===== config.mk =====
export PLATFORM = sky130hd
export DESIGN_NAME = lifo_stack_engine_flat
export DESIGN_NICKNAME = d
export VERILOG_FILES = /design/src/design/lse_pkg.sv /design/src/design/lse_if.sv /design/src/design/lifo_stack_engine.sv /design/src/flat_wrapper.sv
export SDC_FILE = /design/constraint.sdc
export NUM_CORES = 1
export LEC_CHECK = 0
export BUFFER_PORTS_ARGS = -buffer_cell sky130_fd_sc_hd__buf_2
export CAP_MARGIN = 20
export CORE_MARGIN = 2
export CORE_UTILIZATION = 25
export CTS_CLUSTER_SIZE = 30
export DETAILED_ROUTE_END_ITERATION = 16
export GPL_TIMING_DRIVEN = 1
export PLACE_DENSITY = 0.37
export SLEW_MARGIN = 40
export SYNTH_ARGS = -nofsm -noshare
export SYNTH_HDL_FRONTEND = slang
export SYNTH_SLANG_ARGS = --single-unit

===== constraint.sdc =====
create_clock -name clock -period 17.21 [get_ports clock]
set_input_delay 5.163 -clock clock [delete_from_list [all_inputs] [get_ports clock]]
set_output_delay 5.163 -clock clock [all_outputs]
set_load 0.02 [all_outputs]

===== src/design/lse_pkg.sv =====
// Shared constants, codes and types for the LIFO stack engine.
package lse_pkg;

   // Stack geometry
   localparam int DEPTH  = 16;
   localparam int ADDR_W = $clog2(DEPTH);
   localparam int CNT_W  = $clog2(DEPTH + 1);

   // Transaction field widths
   localparam int OP_W     = 3;
   localparam int WORD_W   = 32;
   localparam int POS_W    = 5;
   localparam int STATUS_W = 2;

   // Width that holds both a position and a fill count for comparison
   localparam int CMP_W = (CNT_W > POS_W) ? CNT_W : POS_W;

   // Request operation codes
   typedef enum logic [OP_W-1:0] {
      OP_PUSH    = 3'd0,
      OP_POP     = 3'd1,
      OP_PEEK    = 3'd2,
      OP_CHANGE  = 3'd3,
      OP_DISPLAY = 3'd4
   } op_type;

   // Response status codes
   typedef enum logic [STATUS_W-1:0] {
      STAT_OK    = 2'd0,
      STAT_FULL  = 2'd1,
      STAT_EMPTY = 2'd2,
      STAT_RANGE = 2'd3
   } status_type;

   // Controller states
   typedef enum logic [1:0] {
      SM_IDLE,
      SM_READ,
      SM_DISP
   } state_type;

endpackage


===== src/design/lse_if.sv =====
// Valid/ready channel interfaces for stack requests and responses.
interface lse_req_if;
   import lse_pkg::*;

   logic                     valid;
   logic                     ready;
   logic [OP_W-1:0]          req_type;
   logic signed [WORD_W-1:0] value;
   logic [POS_W-1:0]         position;

   modport source (output valid, output req_type, output value, output position,
                   input ready);
   modport sink   (input valid, input req_type, input value, input position,
                   output ready);
endinterface

interface lse_rsp_if;
   import lse_pkg::*;

   logic                     valid;
   logic                     ready;
   logic [STATUS_W-1:0]      status;
   logic signed [WORD_W-1:0] data;
   logic                     last;

   modport source (output valid, output status, output data, output last,
                   input ready);
   modport sink   (input valid, input status, input data, input last,
                   output ready);
endinterface


===== src/design/lifo_stack_engine.sv =====
// LIFO stack engine: a bounded stack of signed words held in one synchronous memory.
//
// Each request transaction carries one operation: push, pop, peek, change (overwrite
// a one-based position from the bottom) or display (every entry, top to bottom, last
// flag on the bottom one). Push, change, every error case and an unknown code finish
// in the accept cycle; an unknown code is dropped without a response. Pop and peek
// read the entry memory in the accept cycle and respond from its registered read
// data in the read state. Display sends one response per cycle while the response
// side is ready. A new request is taken only when the controller is idle and the
// response register is empty or being drained in that cycle. The memory needs no
// clearing after reset; only entries below the fill count are ever read.
module lifo_stack_engine (
   input  logic       clock,
   input  logic       reset,
   lse_req_if.sink    req_port,
   lse_rsp_if.source  rsp_port
);
   import lse_pkg::*;

   // Entry memory with registered read data
   logic signed [WORD_W-1:0] mem [DEPTH];
   logic signed [WORD_W-1:0] rd_data_ff;
   logic                     wr_en;
   logic [ADDR_W-1:0]        wr_addr;
   logic signed [WORD_W-1:0] wr_data;
   logic                     rd_en;
   logic [ADDR_W-1:0]        rd_addr;

   // Control state
   state_type          state_ff, state_in;
   logic [CNT_W-1:0]   count_ff, count_in;
   logic [ADDR_W-1:0]  idx_ff, idx_in;

   // Response register
   logic                     out_valid_ff;
   status_type               out_status_ff;
   logic signed [WORD_W-1:0] out_data_ff;
   logic                     out_last_ff;
   logic                     out_load;
   status_type               out_status;
   logic signed [WORD_W-1:0] out_data;
   logic                     out_last;

   // Decode helpers
   logic             out_free;
   logic             accept;
   logic             is_empty;
   logic             is_full;
   logic             pos_bad;
   logic [ADDR_W-1:0] top_addr;

   assign out_free = !out_valid_ff || rsp_port.ready;
   assign req_port.ready = (state_ff == SM_IDLE) && out_free;
   assign accept   = req_port.valid && req_port.ready;
   assign is_empty = (count_ff == '0);
   assign is_full  = (count_ff == CNT_W'(DEPTH));
   assign pos_bad  = (req_port.position == '0) ||
                     (CMP_W'(req_port.position) > CMP_W'(count_ff));
   assign top_addr = ADDR_W'(count_ff - 1'b1);

   // Next state
   always_comb begin
      state_in = state_ff;
      case (state_ff)
         SM_IDLE: begin
            if (accept && !is_empty) begin
               if ((req_port.req_type == OP_POP) || (req_port.req_type == OP_PEEK)) begin
                  state_in = SM_READ;
               end else if (req_port.req_type == OP_DISPLAY) begin
                  state_in = SM_DISP;
               end
            end
         end
         SM_READ: begin
            if (out_free) begin
               state_in = SM_IDLE;
            end
         end
         SM_DISP: begin
            if (out_free && (idx_ff == '0)) begin
               state_in = SM_IDLE;
            end
         end
         default: state_in = SM_IDLE;
      endcase
   end

   // Datapath and memory control
   always_comb begin
      wr_en      = 1'b0;
      wr_addr    = count_ff[ADDR_W-1:0];
      wr_data    = req_port.value;
      rd_en      = 1'b0;
      rd_addr    = top_addr;
      count_in   = count_ff;
      idx_in     = idx_ff;
      out_load   = 1'b0;
      out_status = STAT_OK;
      out_data   = '0;
      out_last   = 1'b1;
      case (state_ff)
         SM_IDLE: begin
            if (accept) begin
               case (req_port.req_type)
                  OP_PUSH: begin
                     out_load = 1'b1;
                     if (is_full) begin
                        out_status = STAT_FULL;
                     end else begin
                        wr_en    = 1'b1;
                        count_in = count_ff + 1'b1;
                     end
                  end
                  OP_POP: begin
                     if (is_empty) begin
                        out_load   = 1'b1;
                        out_status = STAT_EMPTY;
                     end else begin
                        rd_en    = 1'b1;
                        count_in = count_ff - 1'b1;
                     end
                  end
                  OP_PEEK: begin
                     if (is_empty) begin
                        out_load   = 1'b1;
                        out_status = STAT_EMPTY;
                     end else begin
                        rd_en = 1'b1;
                     end
                  end
                  OP_CHANGE: begin
                     out_load = 1'b1;
                     if (is_empty) begin
                        out_status = STAT_EMPTY;
                     end else if (pos_bad) begin
                        out_status = STAT_RANGE;
                     end else begin
                        wr_en   = 1'b1;
                        wr_addr = ADDR_W'(req_port.position - 1'b1);
                     end
                  end
                  OP_DISPLAY: begin
                     if (is_empty) begin
                        out_load   = 1'b1;
                        out_status = STAT_EMPTY;
                     end else begin
                        rd_en  = 1'b1;
                        idx_in = top_addr;
                     end
                  end
                  default: begin
                     // unknown code: dropped without a response
                  end
               endcase
            end
         end
         SM_READ: begin
            if (out_free) begin
               out_load = 1'b1;
               out_data = rd_data_ff;
            end
         end
         SM_DISP: begin
            // one entry per cycle while the response register is free, walking down from the top
            if (out_free) begin
               out_load = 1'b1;
               out_data = rd_data_ff;
               out_last = (idx_ff == '0);
               if (idx_ff != '0) begin
                  rd_en   = 1'b1;
                  rd_addr = idx_ff - 1'b1;
                  idx_in  = idx_ff - 1'b1;
               end
            end
         end
         default: begin
         end
      endcase
   end

   // Entry memory; reads and writes never fall in the same cycle
   always_ff @(posedge clock) begin
      if (wr_en) begin
         mem[wr_addr] <= wr_data;
      end
      if (rd_en) begin
         rd_data_ff <= mem[rd_addr];
      end
   end

   // Control registers
   always_ff @(posedge clock) begin
      if (reset) begin
         state_ff     <= SM_IDLE;
         count_ff     <= '0;
         out_valid_ff <= 1'b0;
      end else begin
         state_ff <= state_in;
         count_ff <= count_in;
         if (out_load) begin
            out_valid_ff <= 1'b1;
         end else if (rsp_port.ready) begin
            out_valid_ff <= 1'b0;
         end
      end
   end

   // Payload registers
   always_ff @(posedge clock) begin
      idx_ff <= idx_in;
      if (out_load) begin
         out_status_ff <= out_status;
         out_data_ff   <= out_data;
         out_last_ff   <= out_last;
      end
   end

   assign rsp_port.valid  = out_valid_ff;
   assign rsp_port.status = out_status_ff;
   assign rsp_port.data   = out_data_ff;
   assign rsp_port.last   = out_last_ff;

   // Checks
   a_count_bound: assert property (@(posedge clock) disable iff (reset)
      count_ff <= CNT_W'(DEPTH))
      else $error("fill count above stack depth");

   a_push_count: assert property (@(posedge clock) disable iff (reset)
      (accept && (req_port.req_type == OP_PUSH) && !is_full)
      |=> (count_ff == $past(count_ff) + 1'b1))
      else $error("push did not grow the stack");

   a_disp_nonempty: assert property (@(posedge clock) disable iff (reset)
      (state_ff == SM_DISP) |-> !is_empty)
      else $error("display walk on an empty stack");

endmodule


===== src/flat_wrapper.sv =====
// flat-port wrapper written by rule: the top's interface ports become plain ports
module lifo_stack_engine_flat import lse_pkg::*;
  (clock, reset, req_port_valid, req_port_req_type, req_port_value, req_port_position, req_port_ready, rsp_port_valid, rsp_port_status, rsp_port_data, rsp_port_last, rsp_port_ready);
  lse_req_if req_port_i ();
  lse_rsp_if rsp_port_i ();
  input  logic clock;
  input  logic reset;
  input wire logic [$bits(req_port_i.valid)-1:0] req_port_valid;
  input wire logic [$bits(req_port_i.req_type)-1:0] req_port_req_type;
  input wire logic [$bits(req_port_i.value)-1:0] req_port_value;
  input wire logic [$bits(req_port_i.position)-1:0] req_port_position;
  output wire logic [$bits(req_port_i.ready)-1:0] req_port_ready;
  output wire logic [$bits(rsp_port_i.valid)-1:0] rsp_port_valid;
  output wire logic [$bits(rsp_port_i.status)-1:0] rsp_port_status;
  output wire logic [$bits(rsp_port_i.data)-1:0] rsp_port_data;
  output wire logic [$bits(rsp_port_i.last)-1:0] rsp_port_last;
  input wire logic [$bits(rsp_port_i.ready)-1:0] rsp_port_ready;
  assign req_port_i.valid = req_port_valid;
  assign req_port_i.req_type = req_port_req_type;
  assign req_port_i.value = req_port_value;
  assign req_port_i.position = req_port_position;
  assign req_port_ready = req_port_i.ready;
  assign rsp_port_valid = rsp_port_i.valid;
  assign rsp_port_status = rsp_port_i.status;
  assign rsp_port_data = rsp_port_i.data;
  assign rsp_port_last = rsp_port_i.last;
  assign rsp_port_i.ready = rsp_port_ready;
  lifo_stack_engine u_core (.clock(clock), .reset(reset), .req_port(req_port_i), .rsp_port(rsp_port_i));
endmodule

# ---- Word level (Yosys, flattened, before mapping)
# Memories as Yosys holds them, arrays and structs flattened. A register that Yosys moved wholly into a read port is not among the register bits.
# Cells that the tools add are included.
dict set report totals {
  ff_bits 47
  latchBits 0
  ram_bits 512
  mem_bits_ro 0
  inputBits 44
  output_inout_bits 37
  wordCells 107
  mem_count 1
}
dict set report classes {
  addsub 4
  n_mul 0
  n_div 0
  order_cmp 1
  eq_ne 18
  shifts 0
  n_mux 49
  bitwise 0
  n_reduce_logical 27
}
# name words word_bits read_ports rd_clocked_by_memory_dff write_ports line
set memory_table {}
lappend memory_table {u_core.mem 16 32 1 1 1 lifo_stack_engine.sv:21} ;# logic signed [WORD_W-1:0] mem [DEPTH];
# operator count
set op_table {}
lappend op_table {{4-bit two-way mux} 13}
lappend op_table {{1-bit two-way mux} 18}
lappend op_table {{2-bit two-way mux} 8}
lappend op_table {{2-bit case mux with 3 select lines} 2}
lappend op_table {{5-bit zero test} 2}
lappend op_table {{5-bit two-way mux} 2}
lappend op_table {{2-bit by 1-bit != test with 1-bit output (second input constant)} 5}
lappend op_table {{2-bit != test (second input constant)} 5}
lappend op_table {{5-bit case mux with 2 select lines} 1}
lappend op_table {{1-bit case mux with 2 select lines} 4}
lappend op_table {{4-bit case mux with 2 select lines} 1}
lappend op_table {{4-bit by 1-bit subtractor with 4-bit output (second input constant)} 2}
lappend op_table {{3-bit by 2-bit equality test with 1-bit output (second input constant)} 2}
lappend op_table {{2-bit AND reduction} 3}
lappend op_table {{6-bit AND reduction} 1}
lappend op_table {{2-bit nonzero test} 3}
lappend op_table {{5-bit by 1-bit adder with 5-bit output (second input constant)} 1}
lappend op_table {{5-bit equality test (second input constant)} 1}
lappend op_table {{5-bit greater-than comparator} 1}
lappend op_table {{5-bit AND reduction} 1}
lappend op_table {{5-bit by 1-bit subtractor with 5-bit output (second input constant)} 1}
lappend op_table {{1-bit logical AND} 4}
lappend op_table {{4-bit zero test} 1}
lappend op_table {{4-bit AND reduction} 1}
lappend op_table {{other kinds (12)} 16}

# ---- Depth between registers and ports, before layout
# Gate-level depths: netlist of run 1.
dict set report depth {
  depth_word 9
  depth_mapped 11
  ltp_nobuf 8
}

# ---- Least setup slack after synthesis of run 1
# OpenSTA, ideal clock, no wires.
dict set report synth_path {
  path_type {input-to-output}
  start {in rsp_port_ready}
  end {out req_port_ready}
  arrival_ns 5.624
  t_required_ns 12.047
  path_slack_ns 6.423
  path_stages 3
  n_path_buf 1
  path_cell_list {nor2b_1 > buf_2 > nor2_1}
}
dict set report synth_between {
  elab_chain_len 2
}
# item line
set synth_lines {}
lappend synth_lines {{start, declared} flat_wrapper.sv:17} ;# input wire logic [$bits(rsp_port_i.ready)-1:0] rsp_port_ready;
lappend synth_lines {{1-bit logical OR} lifo_stack_engine.sv:52} ;# assign out_free = !out_valid_ff || rsp_port.ready;
lappend synth_lines {{1-bit logical AND} lifo_stack_engine.sv:53} ;# assign req_port.ready = (state_ff == SM_IDLE) && out_free;
lappend synth_lines {{end, declared} flat_wrapper.sv:12} ;# output wire logic [$bits(req_port_i.ready)-1:0] req_port_ready;
# No other way between the ends.

# ---- Final worst setup path of run 1
# Ends and elaborated chain as after synthesis.

==> metrics.yaml, run 1 <==
finish:
  regArea_um2: 17700
  drive_above_1_share_pct: 15.4
  area_delta_synth_final_pct: 17.9
  multi_input_area_um2: 5660
  layout.nets: 1731
  n_fill_cell: 9357
  final_cell_count_no_fill: 2981
  layout_commonest_cell: "edfxtp_1"
  final_cell_mix: "edfxtp_1 (583), nand2_1 (264), and3_1 (161), a211oi_1 (130), a311oi_1 (128)"
timing:
  worst_slack_ps: 5890
  rsz0062_at_grt: "no"
  period_share_pct: 65.7
  drv_slew: 0
  setup_viol: 0
  finalCriticalPeriod_ps: 11320
  fin_setup_tns_ps: 0
  fmax_ghz: 0.0884
  tightest_slew_ps: 874
  finClkSkew_ps: 23.0
  hold_viol: 0
  slew_headroom_pct: 41.7
placement:
  hpwl_mm: 35.9
  place_inst: 2853
  port_buffers: 80
  pre_cts_slack_ps: 5880
  gp_congestion: 0.722
yosys:
  syn_avg_cell_area_um2: 14.8
  synthesis.area_um2: 23700
  synth_edf_count: 583
  synthesis.nets: 1659
  yosys_warnings: 0
  ys_types: 50
  synth_flop_cell: "edfxtp_1"
  synth_seq_cells: 591
  synthCells: 1600
  ys_seq_area_share_pct: 74.5
  async_reset_ff_share_pct: 0
global_route:
  grt_busiest_layer: "met2"
  grt_overflow_total: 0
  use_met2_pct: 24.9
  antenna_found_initial: 8
  grt_pass1_wl_mm: 106
  grt_pass1_vias: 14400
  grt_max_degree: 79
  grt_use_met1_pct: 20.3
  grt_usage_pct: 14.9
  gr-usage-met3_pct: 2.22
floorplanning:
  io_pins: 81
  fp.dieH_um: 312
  die-area_um2: 97400
  row_count: 112
  die_x_um: 312
  coreArea_um2: 93700
  start_util_pct: 25.3
setup_path:
  r2r-start: "u_core.count_ff[0]"
  worstSetupStartpointType: "input port"
  crit_required_ps: 12050
  cp_max_fo: 8
  regToRegSetupSlack_ps: 12390
  worstSetupStartpoint: "rsp_port_ready"
  path_class: "in2out"
  end_kind: "output pin"
  cp.arrival_ps: 6150
route:
  drc: 0
  vias: 14300
  drt-initial-drc-count: 1047
  detail_route.first_pass.iterations: 5
  wl_mm: 73.2
  post_drt_wl_per_cell_um: 24.6
  ant_nets: 0
  viasPerCell: 4.80
pwr:
  cellPowerDensity_nw_per_um2: 117
  ir_drop_v: 0.0000541
  p_leak_uw: 0.00916
clock_tree:
  cts_resized: 0
  clock-sinks: 591
  ctsHoldBuffers: 0
  h-tree-depth: 3
  post_cts_buffers: 0
  clk_latency_ps: 620
  cts_tree: "yes"
  cts_buffers: 70
  clk_path_buf_depth: 3
  path_clk_slew_ps: 60
  clockRootBuffer: "clkbuf_16"
run_status:
  outcome: "completed"
hold_path:
  hold_class: "reg2reg"
  hold_path_startpoint: "u_core.rd_data_ff[3]"
flow_run:
  maxCapViolations: 0
## Yosys cell counts, types with 2 or more instances
master,n,share of area (%)
nor2b_1,2,0.053
a311oi_1,128,4.7
o21ai_0,5,0.11
or4b_2,2,0.084
buf_6,7,0.33
nand4_2,2,0.11
nor3_1,22,0.46
nor2_1,19,0.30
ha_1,15,0.79
and3_1,161,4.2
nand4_1,2,0.053
edfxtp_1,583,74
buf_1,3,0.047
o21ai_1,2,0.042
o31ai_1,2,0.063
o32a_1,4,0.17
clkbuf_1,82,1.3
nor3b_1,4,0.13
o211ai_1,2,0.063
nand2b_1,2,0.053
nand3_1,5,0.11
buf_4,2,0.063
xnor2_1,12,0.44
or4_1,33,1.0
inv_1,14,0.22
dfxtp_1,8,0.68
buf_2,32,0.68
a2bb2oi_1,2,0.074
and2_1,3,0.079
nand2_1,267,4.2
mux2i_1,5,0.21
a21oi_1,15,0.32
nor4_1,2,0.053
a211oi_1,130,4.1
o2bb2ai_1,2,0.074
a21o_1,2,0.063
or3_1,2,0.053
xor2_1,3,0.11
## through the flow
stage | hold slack [ps] | cell area [um2] | utilization, % | total power [uW]
after global routing | 570 | 28000 | 29.8 | 3400
after global placement | 536 | 25600 | 27.3 | 1880
final | 549 | 28000 | 29.8 | 3280
after CTS | 552 | 27900 | 29.8 | 3330
after detailed placement | 537 | 25700 | 27.4 | 1890
after floorplan | 509 | 23700 | - | 1780
## logic make-up after synthesis
logic type	synth area share, %
AO/OA/AOI/OAI	10.0
XOR/XNOR	0.554
adder cells (fa/ha/maj)	0.791
buffers and inverters	2.65
flip-flops	74.5
multiplexers	0.211
AND/OR/NAND/NOR	11.3
## layer usage
layer  part of all wire [%]  vias up  routed length [um]
li1                       -     6495                   -
met1                     46     7449               34000
met2                     48      282               35100
met3                    4.2       74                3070
met4                    1.4        4                1030
met5                  0.034        -                  25
## registers in the layout (all words and copies together), names as in the netlist
name and count:
u_core.rsp_port.valid 1, u_core.count_ff 5, u_core.idx_ff 4, u_core.rd_data_ff 32
u_core.mem 512, u_core.rsp_port.last 1, u_core.rsp_port.status 2, u_core.state_ff 2
u_core.rsp_port.data 32
## final timing paths
| check | cells after the start | end |
|---|---|---|
| worst max-delay path | 4 | req_port_ready |
| worst min-delay path | 1 | u_core.rsp_port.data[3] |
| worst max register to register | 9 | u_core.rd_data_ff[2] |
| worst min register to register | 1 | u_core.rsp_port.data[3] |
## power breakdown
group	switching, uW	internal, uW	total, uW
Sequential	5.18	1600	1610
Clock	599	826	1430
Combinational	179	68.1	247
## final cells by class
| type | instances | share of cell area (%) |
|---|---|---|
| clock inverter | 46 | 1.45 |
| tap | 1254 | 5.61 |
| timing repair buffer | 126 | 2.90 |
| sequential | 591 | 63.2 |
| clock buffer | 80 | 6.40 |
| antenna | 1 | 0.00895 |
| inverter | 15 | 0.201 |
| multi-input combinational | 868 | 20.3 |
## critical path, cell delays in order
cell and delay, ps:
buf_2 100, nor2b_1 610, nor2_1 80, buf_2 190
Power figures use the tool's default switching activity.
==> run 2: changes to the inputs <==
==> constraint.sdc (replaced) <==
create_clock -name clock -period 10.6 [get_ports clock]
set_input_delay 3.18 -clock clock [delete_from_list [all_inputs] [get_ports clock]]
set_output_delay 3.18 -clock clock [all_outputs]
set_load 0.02 [all_outputs]
==> metrics.yaml, run 2 (synthesis gave the netlist of run 1 again) <==
setup_path:
  cp_slowest_cell: "buf_4"
  crit_required_ps: 7420  # -4630 ps
  slowest_delay_ps: 190  # -420 ps
  crit_chain: "buf_2, nor2b_1, buf_4, nor2_1, buf_2"
  path_class: "in2out"
  cp.arrival_ps: 3790  # -2360 ps
  path_depth: 5  # +1
  end_kind: "output pin"
  worstSetupStartpointType: "input port"
  cp_common_cell: "buf_2"
  cp_max_fo: 8  # unchanged
  crit_family: "buffers and inverters"
  r2r_cells: 10  # +1
  path_buf_inv: 3  # +1
pwr:
  ir_drop_v: 0.0000908  # +68%
  p_leak_uw: 0.00911  # -0.59%
  finalPower_uw: 5260  # +60%
  cellPowerDensity_nw_per_um2: 189  # +61%
floorplanning:
  fp.dieH_um: 312  # unchanged
  row_count: 112  # unchanged
  start_util_pct: 25.3  # unchanged
  coreArea_um2: 93700  # unchanged
  io_pins: 81  # unchanged
  die-area_um2: 97400  # unchanged
  die_x_um: 312  # unchanged
clock_tree:
  clk_latency_ps: 600  # -20 ps
  ctsHoldBuffers: 0  # unchanged
  cts_resized: 0  # unchanged
  post_cts_buffers: 0  # unchanged
  h-tree-depth: 3  # unchanged
  cts_buffers: 68  # -2.9%
  clk_path_buf_depth: 3  # unchanged
  cts_tree: "yes"
  clockRootBuffer: "clkbuf_16"
  path_clk_slew_ps: 60  # about the same
  clock-sinks: 591  # unchanged
timing:
  fin_setup_tns_ps: 0  # unchanged
  finClkSkew_ps: 20.4  # -2.59 ps
  drv_slew: 0  # unchanged
  period_share_pct: 65.8
  rsz0062_at_grt: "no"
  setup_viol: 0  # unchanged
  hold_viol: 0  # unchanged
  finalCriticalPeriod_ps: 6970
  hold-worst-slack_ps: 553  # +4.09 ps
  slew_headroom_pct: 41.6  # -0.12 points
  tightest_slew_ps: 876  # +1.76 ps
  fmax_ghz: 0.143
finish:
  largest_register_ffs: 512  # unchanged
  n_fill_cell: 9384  # +0.29%
  layout.nets: 1728  # -0.17%
  regArea_um2: 17700  # unchanged
  regMostFlops: "u_core.mem"
  area_delta_synth_final_pct: 17.5
  multi_input_area_um2: 5680  # +0.27%
  drive_above_1_share_pct: 15.0  # -0.35 points
  layout_commonest_cell: "edfxtp_1"
  final_cell_mix: "edfxtp_1 (583), nand2_1 (264), and3_1 (161), a211oi_1 (130), a311oi_1 (128)"
run_status:
  outcome: "completed"
global_route:
  grt_max_degree: 82  # +3.8%
  grt_pass1_wl_mm: 105  # -1.1%
  grt_usage_pct: 14.7  # -0.24 points
  grt_overflow_total: 0  # unchanged
  antenna_found_initial: 5  # -3
  grt_pass1_vias: 14500  # +0.92%
hold_path:
  hold_path_depth: 1  # unchanged
  hold_class: "reg2reg"
flow_run:
  maxCapViolations: 0  # unchanged
route:
  post_drt_wl_per_cell_um: 24.4  # -0.55%
  ant_nets: 0  # unchanged
  vias: 14200  # -0.89%
  drt-initial-drc-count: 1056  # +0.86%
  viasPerCell: 4.78  # -0.45%
  detail_route.first_pass.iterations: 5  # unchanged
  drc: 0  # unchanged
  wl_mm: 72.5  # -0.98%
placement:
  port_buffers: 80  # unchanged
  hpwl_mm: 37.4  # +4.3%
  gp_congestion: 0.708  # -1.9%
==> run 2: per-layer routing <==
metal | up-vias | track usage (%) | part of all wire, %
li1 | 6475 | - | -
met1 | 7342 | 19.9 | 46
met2 | 276 | 24.1 | 47
met3 | 80 | 2.56 | 4.7
met4 | 4 | 3.98 | 1.9
met5 | - | 0 | 0.037
==> run 2: power by group <==
group	internal [uW]	switching, uW
combinational	111	289
sequential	2600	8.29
clock	1310	934
==> run 2: final cells by class <==
cell class / count / area share (%)
Multi-Input combinational cell: 868 / 20.4
Inverter: 15 / 0.202
Clock buffer: 83 / 6.54
Tap cell: 1254 / 5.63
Sequential cell: 591 / 63.4
Clock inverter: 31 / 0.943
Timing Repair Buffer: 125 / 2.91
Antenna cell: 1 / 0.00898
==> run 2: stage by stage <==
step | worst slack (ps) | utilization (%) | area [um2] | cells
after global routing | 3580 | 29.7 | 27900 | 2967
after global placement | 3570 | 27.3 | 25600 | 2848
after CTS | 3610 | 29.7 | 27900 | 2967
final | 3630 | 29.7 | 27900 | 2968
after detailed placement | 3620 | 27.5 | 25800 | 2853
after floorplan | 3210 | - | 23700 | 1600
==> run 2: path summary, 6_finish.rpt <==
check	startpoint	endpoint	slack [ps]
max	rsp_port_ready	req_port_ready	3630
min	u_core.rd_data_ff[2]	u_core.rsp_port.data[2]	550
max reg2reg	u_core.state_ff[0]	u_core.rd_data_ff[30]	6250
min reg2reg	u_core.rd_data_ff[2]	u_core.rsp_port.data[2]	550
==> run 3: changes to the inputs <==
--- a/config.mk
+++ b/config.mk
@@ -5,6 +5,7 @@
 export SDC_FILE = /design/constraint.sdc
 export NUM_CORES = 1
 export LEC_CHECK = 0
+export ABC_AREA = 1
 export BUFFER_PORTS_ARGS = -buffer_cell sky130_fd_sc_hd__buf_2
 export CAP_MARGIN = 20
 export CORE_MARGIN = 2
@@ -12,7 +13,7 @@
 export CTS_CLUSTER_SIZE = 30
 export DETAILED_ROUTE_END_ITERATION = 16
 export GPL_TIMING_DRIVEN = 1
-export PLACE_DENSITY = 0.37
+export PLACE_DENSITY = 0.38
 export SLEW_MARGIN = 40
 export SYNTH_ARGS = -nofsm -noshare
 export SYNTH_HDL_FRONTEND = slang
==> constraint.sdc (replaced) <==
create_clock -name clock -period 6.3 [get_ports clock]
set_input_delay 1.89 -clock clock [delete_from_list [all_inputs] [get_ports clock]]
set_output_delay 1.89 -clock clock [all_outputs]
set_load 0.02 [all_outputs]
==> metrics.yaml, run 3 <==
yosys:
  synthesis.area_um2: 24500  # +3.3%
  synth_top_cell_area_share_pct: 71.4  # -2.4 points
  yosys_warnings: 0  # unchanged
  ys_types: 32  # -36%
  synth_seq_cells: 591  # unchanged
  synthesis.nets: 2162  # +30%
  yosys.cell_count.top_type: "nand2_1"
  syn_avg_cell_area_um2: 11.7  # -21%
  synth_edf_count: 583  # unchanged
  ys_seq_area_share_pct: 72.1  # -2.4 points
  synthTopCellsByCount: "nand2_1 (667), edfxtp_1 (583), inv_1 (229)"
  synth_flop_cell: "edfxtp_1"
  synth_largest_area_cell: "edfxtp_1"
  async_reset_ff_share_pct: 0  # unchanged
  synth_area_leaders: "edfxtp_1 (71%), nand2_1 (10%), nand3_1 (4.4%), o211ai_1 (4.0%), inv_1 (3.5%)"
  synthCells: 2103  # +31%
floorplanning:
  coreArea_um2: 97000  # +3.5%
  row_count: 114  # +1.8%
  die_x_um: 317  # +1.6%
  fp.dieH_um: 317  # +1.6%
  die-area_um2: 101000  # +3.3%
  io_pins: 81  # unchanged
  start_util_pct: 25.3  # -0.039 points
flow_run:
  maxCapViolations: 0  # unchanged
setup_path:
  path_class: "in2reg"
  end_kind: "flip-flop"
  crit_required_ps: 6570  # -850 ps
  crit_chain: "buf_2, ha_1, nand2_1, nor2_1, nand2_1, nand2_1, nand2_1, nor2_1, nand2_1, o21ai_2, nand3_1, nor2_4, buf_4"
  reg2reg_to: "u_core.mem[7][12]"
  cp.arrival_ps: 4720  # +930 ps
  cp_slowest_cell: "nor2_4"
  worstSetupStartpointType: "input port"
  cp_max_fo: 17  # +9
  slowest_delay_ps: 610  # +420 ps
  r2r_cells: 13  # +3
  r2r-start: "u_core.count_ff[2]"
  regToRegSetupSlack_ps: 2670  # -3580 ps
  cp_common_cell: "nand2_1"
clock_tree:
  post_cts_buffers: 0  # unchanged
  clockRootBuffer: "clkbuf_16"
  clk_latency_ps: 610  # about the same
  cts_buffers: 68  # unchanged
  cts_tree: "yes"
  cts_resized: 0  # unchanged
  clock-sinks: 591  # unchanged
  clk_path_buf_depth: 3  # unchanged
  h-tree-depth: 3  # unchanged
  path_clk_slew_ps: 60  # about the same
  ctsHoldBuffers: 0  # unchanged
placement:
  pre_cts_slack_ps: 1170  # -2450 ps
  place_area_um2: 26600  # +3.0%
  gp_congestion: 0.746  # +5.4%
  port_buffers: 80  # unchanged
  hpwl_mm: 41.8  # +12%
global_route:
  grt_overflow_total: 0  # unchanged
  grt_usage_pct: 14.7  # +0.069 points
  grt_max_degree: 137  # +67%
  grt_pass1_wl_mm: 108  # +3.6%
  grt_pass1_vias: 15800  # +9.1%
  antenna_found_initial: 2  # -3
finish:
  layout.nets: 2242  # +30%
  final_cell_mix: "nand2_1 (664), edfxtp_1 (583), inv_1 (226), nand3_1 (215), o211ai_1 (129)"
  largest_register_ffs: 512  # unchanged
  utilization_pct: 29.7  # about the same
  postLayoutCellArea_um2: 28800  # +3.4%
  regMostFlops: "u_core.mem"
  drive_above_1_share_pct: 11.3  # -3.7 points
  n_fill_cell: 9955  # +6.1%
  layout_commonest_cell: "nand2_1"
  area_delta_synth_final_pct: 17.5  # about the same
pwr:
  cellPowerDensity_nw_per_um2: 439  # +130%
  finalPower_uw: 12700  # +140%
  p_leak_uw: 0.0106  # +17%
  ir_drop_v: 0.000207  # +130%
timing:
  period_share_pct: 70.6
  finalCriticalPeriod_ps: 4450
  drv_slew: 0  # unchanged
  setup_viol: 0  # unchanged
  tightest_slew_ps: 865  # -11.3 ps
  hold_viol: 0  # unchanged
  fmax_ghz: 0.225
  rsz0062_at_grt: "no"
  slew_headroom_pct: 42.3  # +0.75 points
  finClkSkew_ps: 25.0  # +4.58 ps
  worst_slack_ps: 1850  # -1780 ps
  fin_setup_tns_ps: 0  # unchanged
run_status:
  outcome: "completed"
hold_path:
  hold_end: "u_core.count_ff[4]"
  hold_path_depth: 2  # +1
  hold_path_startpoint: "u_core.count_ff[4]"
  hold_class: "reg2reg"
route:
  detail_route.first_pass.iterations: 5  # unchanged
  drt-initial-drc-count: 938  # -11%
  ant_nets: 0  # unchanged
  viasPerCell: 4.42  # -7.4%
  wl_mm: 73.6  # +1.5%
  vias: 15500  # +9.7%
  drc: 0  # unchanged
  post_drt_wl_per_cell_um: 20.9  # -14%
## run 3: cell count changes after synthesis, sizes merged, moves of 30 or more
cell | before | now
buf | 44 | 74
nor2 | 19 | 63
nand3 | 6 | 215
inv | 15 | 233
nand2 | 267 | 668
and3 | 161 | 0
a311oi | 128 | 0
a211oi | 130 | 0
o21ai | 7 | 50
o211ai | 2 | 129
or4 | 33 | 0
clkbuf | 82 | 33
## run 3: stage by stage
stage | std cells | hold WS [ps]
2_1_floorplan | 2103 | 482
4_1_cts | 3512 | 544
6_report | 3514 | 543
3_3_place_gp | 3385 | 518
5_1_grt | 3513 | 562
3_5_place_dp | 3388 | 536
## run 3: report_power, final
part	leakage (uW)	total, uW	switching [uW]	internal [uW]
registers	0.00534	4830	82.7	4750
clock network	0.00110	3990	1670	2320
logic	0.00418	3840	2870	972
total	0.0106	12700	4620	8040
## run 3: final cells by class
type / instances / area (um2) / area share [%]
Inverter: 233 / 881 / 3.06
Multi-Input combinational cell: 1172 / 5620 / 19.5
Tap cell: 1276 / 1600 / 5.54
Clock buffer: 79 / 1760 / 6.12
Antenna cell: 1 / 2.50 / 0.00869
Sequential cell: 591 / 17700 / 61.3
Timing Repair Buffer: 117 / 818 / 2.84
Clock inverter: 45 / 460 / 1.60
## run 3: per-layer routing
metal | part of all wire [%] | vias up | routed length (um) | global-route usage, %
li1 | - | 7386 | - | -
met1 | 45 | 7802 | 32800 | 19.0
met2 | 50 | 268 | 36700 | 25.8
met3 | 3.4 | 91 | 2510 | 1.94
met4 | 2.2 | 0 | 1630 | 4.18
met5 | 0 | - | 0 | 0
## run 3: how the worst max path moves through the flow
stage / from / end / slack, ps / cells past startpoint
final: req_port_position[3] / u_core.mem[7][12] / 1850 / 13
after CTS: req_port_position[3] / u_core.mem[2][14] / 1800 / 14
after global routing: req_port_position[3] / u_core.mem[7][3] / 1560 / 14
after detailed placement: req_port_position[3] / u_core.mem[2][8] / 1170 / 14
after floorplan: req_port_position[4] / u_core.mem[12][0] / 1260 / 12
after global placement: req_port_position[2] / u_core.mem[4][7] / 1180 / 14
## run 3: cells by family (layout without fill, tap and decap cells)
logic type | after synthesis | in the layout | synth area share (%)
XOR/XNOR | 7 | 7 | 0.250
other | 0 | 1 | 0
flip-flops | 591 | 591 | 72.1
adder cells (fa/ha/maj) | 15 | 15 | 0.766
AO/OA/AOI/OAI | 198 | 198 | 5.43
buffers and inverters | 340 | 474 | 5.68
AND/OR/NAND/NOR | 952 | 952 | 15.8
## run 3: worst max-delay path, delay by kind of cell
kind	cells	cell delay (ps)
compound gates	1	180
buf+inv	2	510
fa+ha+maj	1	280
simple gates	9	1830
